===== src/rtl/sial_pkg.sv =====
// ----------------------------------------------------------------------------
// sial_pkg
// opcodes and shared constants for the signed integer alu
// ----------------------------------------------------------------------------
package sial_pkg;

    localparam int DATA_WIDTH_DEF = 64;
    localparam int OP_W           = 4;
    localparam int FIELD_W        = 64;

    localparam logic [OP_W-1:0] OP_MUL = 4'd0;
    localparam logic [OP_W-1:0] OP_DIV = 4'd1;
    localparam logic [OP_W-1:0] OP_MOD = 4'd2;
    localparam logic [OP_W-1:0] OP_SHL = 4'd3;
    localparam logic [OP_W-1:0] OP_SAR = 4'd4;
    localparam logic [OP_W-1:0] OP_ADD = 4'd5;
    localparam logic [OP_W-1:0] OP_SUB = 4'd6;
    localparam logic [OP_W-1:0] OP_OR  = 4'd7;
    localparam logic [OP_W-1:0] OP_XOR = 4'd8;
    localparam logic [OP_W-1:0] OP_AND = 4'd9;
    localparam logic [OP_W-1:0] OP_EQ  = 4'd10;
    localparam logic [OP_W-1:0] OP_NE  = 4'd11;
    localparam logic [OP_W-1:0] OP_LT  = 4'd12;
    localparam logic [OP_W-1:0] OP_LE  = 4'd13;
    localparam logic [OP_W-1:0] OP_GT  = 4'd14;
    localparam logic [OP_W-1:0] OP_GE  = 4'd15;

    typedef struct packed {
        logic [OP_W-1:0] op;
        logic            quiet;
        logic            zero;
        logic            ln;
        logic            rn;
    } ctrl_t;

    localparam int CTRL_W = $bits(ctrl_t);

endpackage


===== src/rtl/sial_div_stage.sv =====
// ----------------------------------------------------------------------------
// sial_div_stage
// one registered step of restoring unsigned division, one quotient bit
// ----------------------------------------------------------------------------
module sial_div_stage
    import sial_pkg::*;
#(
    parameter int W     = DATA_WIDTH_DEF,
    parameter int TAG_W = 8
)
(
    input  logic             clk,
    input  logic             rst_n,
    input  logic             en,
    input  logic             valid_in,
    input  logic [W-1:0]     rem_in,
    input  logic [W-1:0]     quot_in,
    input  logic [W-1:0]     dvd_in,
    input  logic [W-1:0]     dsr_in,
    input  logic [TAG_W-1:0] tag_in,
    output logic             valid_out,
    output logic [W-1:0]     rem_out,
    output logic [W-1:0]     quot_out,
    output logic [W-1:0]     dvd_out,
    output logic [W-1:0]     dsr_out,
    output logic [TAG_W-1:0] tag_out
);

    logic [W:0]   shifted;
    logic         ge;
    logic [W:0]   diff;
    logic [W-1:0] rem_next;

    always_comb
    begin
        shifted  = {rem_in, dvd_in[W-1]};
        diff     = shifted - {1'b0, dsr_in};
        ge       = shifted >= {1'b0, dsr_in};
        rem_next = ge ? diff[W-1:0] : shifted[W-1:0];
    end

    always_ff @(posedge clk or negedge rst_n)
    begin
        if (!rst_n)
        begin
            valid_out <= 1'b0;
        end
        else if (en)
        begin
            valid_out <= valid_in;
        end
    end

    always_ff @(posedge clk)
    begin
        if (en)
        begin
            rem_out  <= rem_next;
            quot_out <= {quot_in[W-2:0], ge};
            dvd_out  <= {dvd_in[W-2:0], 1'b0};
            dsr_out  <= dsr_in;
            tag_out  <= tag_in;
        end
    end

endmodule


===== config.mk =====
export PLATFORM = sky130hd
export DESIGN_NAME = sial_div_stage
export DESIGN_NICKNAME = d
export VERILOG_FILES = /design/src/rtl/sial_pkg.sv /design/src/rtl/sial_div_stage.sv
export SDC_FILE = /design/constraint.sdc
export NUM_CORES = 1
export LEC_CHECK = 0
export BUFFER_PORTS_ARGS = -buffer_cell sky130_fd_sc_hd__buf_2
export CORE_AREA = 2 2 209 211
export CTS_BUF_LIST = sky130_fd_sc_hd__clkbuf_8
export CTS_CLUSTER_DIAMETER = 60
export DETAILED_ROUTE_END_ITERATION = 12
export DIE_AREA = 0 0 211 213
export PLACE_DENSITY_LB_ADDON = 0.1
export REMOVE_ABC_BUFFERS = 1
export SYNTH_ARGS = -nofsm -noshare
export SYNTH_HDL_FRONTEND = slang
export SYNTH_SLANG_ARGS = --single-unit

===== constraint.sdc =====
create_clock -name clk -period 1.4 [get_ports clk]
set_input_delay 0.21 -clock clk [delete_from_list [all_inputs] [get_ports clk]]
set_output_delay 0.21 -clock clk [all_outputs]
set_load 0.01 [all_outputs]

Word level (Yosys, flattened, before mapping)
Cells that the tools add are included.

Output and inout bits: 265. Word-level logic and storage cells: 9. Input port bits: 268. Register bits: 264.

$add $sub $neg: 1. Mux-type cells: 1. Order comparisons: 1.

Operator list (count): greater-or-equal comparator 65 x 64 -> 1 bit (1); 2-to-1 mux 64 bit (1); subtractor 64 bit (1).

Depth between registers and ports, before layout
Depth after elaboration: 2. Mapped depth: 15. Gate-level depth less buffers: 13.

Worst setup path before layout
Ideal clock, no wire load.

Path kind: input to register. Start: in dsr_in[2]. End: reg rem_out[16], data pin. Cell stages on the path: 14. Slack: -1.619 ns. Path buffers: 2. Data arrival time: 2.759 ns. Data required time: 1.140 ns. Library setup time: 0.260 ns. Cell sequence: inv_1 ha_1 nor2_1 a211oi_2 nor2_1 o21bai_2 a31oi_2 o41ai_4 a31oi_4 o21ai_4 a31oi_1 buf_6 buf_6 mux2_4.

Longest elaborated chain between the ends: 2. Elaborated cells between the ends (all ways): 3. Classes of those cells: add/sub (1); order compare (1); mux (1).

Ends and longest elaborated chain: start, declared (RTL line sial_div_stage.sv:19) `input logic [W-1:0] dsr_in,`; subtractor 64 bit or greater-or-equal comparator 65 x 64 -> 1 bit (tied branches) (RTL line sial_div_stage.sv:37, sial_div_stage.sv:38); 2-to-1 mux 64 bit (*) (RTL line sial_div_stage.sv:39) `rem_next = ge ? diff[W-1:0] : shifted[W-1:0];`; named net rem_next[16] (RTL line sial_div_stage.sv:32) `logic [W-1:0] rem_next;`; end signal, assigned (RTL line sial_div_stage.sv:58) `rem_out <= rem_next;`; end, declared (RTL line sial_div_stage.sv:22) `output logic [W-1:0] rem_out,`.

Mark *: on every way through the listed nets, which the timed path passes. The rest lies on a longest branch. A chain may end at the register's enable or synchronous reset.

Worst setup path in the final report
Start: in dsr_in[3]. End: reg rem_out[51], data pin.

Same word-level chain as after synthesis.

==> qor.csv <==
stage;metric;value;unit
sta;minimum clock period;2.49;ns
synthesis;post-synth cell types;58;
die;area of the die;44900;µm²
route;Total Routed Length;51.2;mm
outcome;status;finished, violations left;
sta;fmax;402;MHz
sta;period utilisation layout;178;%
critical_path;crit path max fanout;8;
sta;Final WS setup;-1.09;ns
critical_path;CP Launch Type;input port;
power_and_ir_drop;pwr dens;1040;nW/µm²
global_route;number of antenna violations at the first check in global routing;3;
synthesis;ys async rst share;0.379;%
critical_path;Crit Path Category;input port to flop;
place;DP HPWL;37.9;mm
critical_path;Most Frequent Cell on Critical Path;a31oi_4;
global_route;largest net degree at the start of global routing;51;
critical_path;Critical Path RT;1.75;ns
synthesis;sequential cell area fraction in the yosys report;60.5;%
cells_and_area;final core occ;55.2;%
clocking;clk_lat worst skew;0.60;ns
die;starting density of the core;30.7;%
die;Die Ht;213;µm
critical_path;CP Depth;16;
synthesis;#FFs+latches synth;264;
critical_path;worst r2r path cells;1;
place;GP Congestion;0.872;
power_and_ir_drop;peak supply drop;719;µV
clocking;clock root buffer;clkbuf_8;
critical_path;CP max stage cell;o41ai_4;
die;core area;42700;µm²
die;I/O pin cnt;533;
global_route;overall global routing resource usage;21.5;%
cells_and_area;fillers;3745;
clocking;CTS clk-pin slew, worst paths;0.05;ns
sta;Hold Vio Cnt, Final;0;
cells_and_area;layout cells sized above 1;49.9;%
critical_path;CP bufs+invs;5;
place;Post-Place Worst Slack;-2.19;ns
synthesis;Syn Area/Cell;13.1;µm²
power_and_ir_drop;Total Power;24.5;mW
cells_and_area;area delta synth->final;79.8;%
die;number of cell rows;76;
route;DRC;0;
synthesis;Post-synth EDFFs;263;
route;WL per Instance;18.7;µm
clocking;CTS sink cnt;264;
route;DRT antenna net count;0;
global_route;first-pass GRT wire length;73.2;mm
place;Cell Area, Placed;18700;µm²
sta;Hold WS;0.0789;ns
place;Port Buf Inserts;530;
critical_path;cell chain of the critical path;buf_8 -> inv_4 -> ha_4 -> nand2_4 -> a211oi_4 -> nor2_4 -> o21bai_4 -> a31oi_4 -> o41ai_4 -> buf_4 -> a31oi_4 -> o21ai_4 -> a31oi_4 -> buf_12 -> clkbuf_16 -> mux2_4;
hold_path;Hold Crit Class;input port to flop;
cells_and_area;design area;23600;µm²
hold_path;hold depth;3;
clocking;H-tree depth;2;
critical_path;Worst path top cell family by delay;compound AO/OA/AOI/OAI gates;
global_route;gr ovfl total;0;
outcome;failing checks;setup timing;
synthesis;synth warn;0;
sta;RSZ-0062 raised after global routing;true;
clocking;CTS tree;yes;
sta;Final setup viols;69;
synthesis;Post-Syn Area;13100;µm²
critical_path;Critical Path End Type;flop;
clocking;TritonCTS Buffers;49;
route;via count;12400;
synthesis;synthesized instance count;1003;
cells_and_area;# nets final;2482;
die;die extent in x;211;µm
power_and_ir_drop;static leakage;10.7;nW
route;Initial DRC Count;551;
global_route;vias in the first global route;12900;
cells_and_area;commonest non-fill, non-tap cells in the layout;buf_2 (503), buf_4 (305), edfxtp_1 (263), dlygate4sd3_1 (263), inv_1 (86);
critical_path;worst path arrival time;2.84;ns
cells_and_area;leading cell type in the layout, fill and taps excluded;buf_2;
clocking;clk buf depth;3;
route;vias per cell;4.53;
critical_path;max incr delay on CP;0.32;ns
synthesis;Synth Flop Type;edfxtp_1;
sta;Final Skew;0;ns
route;first-pass detailed-route iteration total;5;
sta;Final Max Slew Viols;0;
flow_run;max_cap viols;0;
area by class of cell:
type | count | area (µm²) | share of cell area, %
clock buffers | 49 | 674 | 2.86
repair buffers | 1127 | 8340 | 35.4
well taps | 546 | 683 | 2.90
inverters | 80 | 308 | 1.31
multi-input cells | 627 | 5350 | 22.7
clock inverters | 36 | 269 | 1.14
diodes | 2 | 5.00 | 0.0213
flip-flops and latches | 264 | 7920 | 33.6
final timing paths:
kind                                    endpoint  slack (ns)                   from
setup / recovery           rem_out[51]$_DFFE_PP_       -1.09              dsr_in[3]
hold / removal             rem_out[61]$_DFFE_PP_        0.08             rem_in[60]
setup reg to reg           valid_out$_DFFE_PN0P_        0.67  valid_out$_DFFE_PN0P_
hold reg to reg            valid_out$_DFFE_PN0P_        0.50  valid_out$_DFFE_PN0P_
max in group asynchronous  valid_out$_DFFE_PN0P_        0.86                  rst_n
min in group asynchronous  valid_out$_DFFE_PN0P_        0.44                  rst_n
worst min-delay path: stages:
cell and delay (ns):
buf_2 0.13, buf_4 0.11, mux2_4 0.12
Yosys cell counts, types with 11 or more instances:
library cell	n	area share [%]
xnor2_1	32	2.1
mux2_2	16	1.4
nor2_1	49	1.4
o21bai_1	17	0.97
nand3_1	11	0.42
mux2_4	46	5.3
edfxtp_1	263	60
xor2_1	26	1.7
a21oi_1	88	3.4
nor3_1	16	0.61
a21o_1	31	1.8
nand2_1	66	1.9
inv_1	80	2.3
clkbuf_1	23	0.66
ha_1	64	6.1
o21ai_0	41	1.6
nand4_1	22	1.1
per-layer routing:
| metal | track usage (%) | vias to the layer above | share of wire, % |
|---|---|---|---|
| li1 | - | 6054 | - |
| met1 | 24.5 | 5823 | 39 |
| met2 | 39.1 | 416 | 51 |
| met3 | 5.09 | 78 | 6.2 |
| met4 | 8.21 | 2 | 3.2 |
| met5 | 0 | - | 0.025 |
sequential cells by signal (all words and copies together) (netlist names):
signal     flops
valid_out      1
dvd_out       63
quot_out      64
tag_out        8
rem_out       64
dsr_out       64
where the power goes:
part / switching, mW / internal [mW] / leakage, nW
Combinational: 3.35 / 3.92 / 7.60
Clock: 3.34 / 4.00 / 0.528
Sequential: 0.216 / 9.66 / 2.59
Total: 6.91 / 17.6 / 10.7
kinds of logic after synthesis:
kind of cell / Yosys count / share of synthesized area, %
xor gates and xnor gates: 58 / 3.88
adders and majority gates: 65 / 6.27
buffers and inverters: 112 / 3.59
other: 1 / 0.0286
muxes: 65 / 6.88
and+or+nand+nor: 198 / 7.03
DFF: 264 / 60.5
AOI/OAI and AO/OA: 240 / 11.8
what timing repair did:
action | in CTS | in global routing
setup buffers | 14 | 10
hold buffers | 262 | 1
pin swaps | 14 | 26
endpoints found under the setup margin | 129 | 146
cloned | 5 | 4
gates resized for setup | 63 | 146
hold endpoints to repair | 268 | 1
per-stage QoR:
| step | std cells | TNS, ns |
|---|---|---|
| floorplan | 971 | -381.58 |
| CTS | 2715 | -70.69 |
| global placement | 2350 | -119.93 |
| detailed placement | 2350 | -124.21 |
| global route | 2730 | -72.02 |
| finish | 2731 | -67.60 |
No activity file was read; power rests on OpenSTA's default activity.
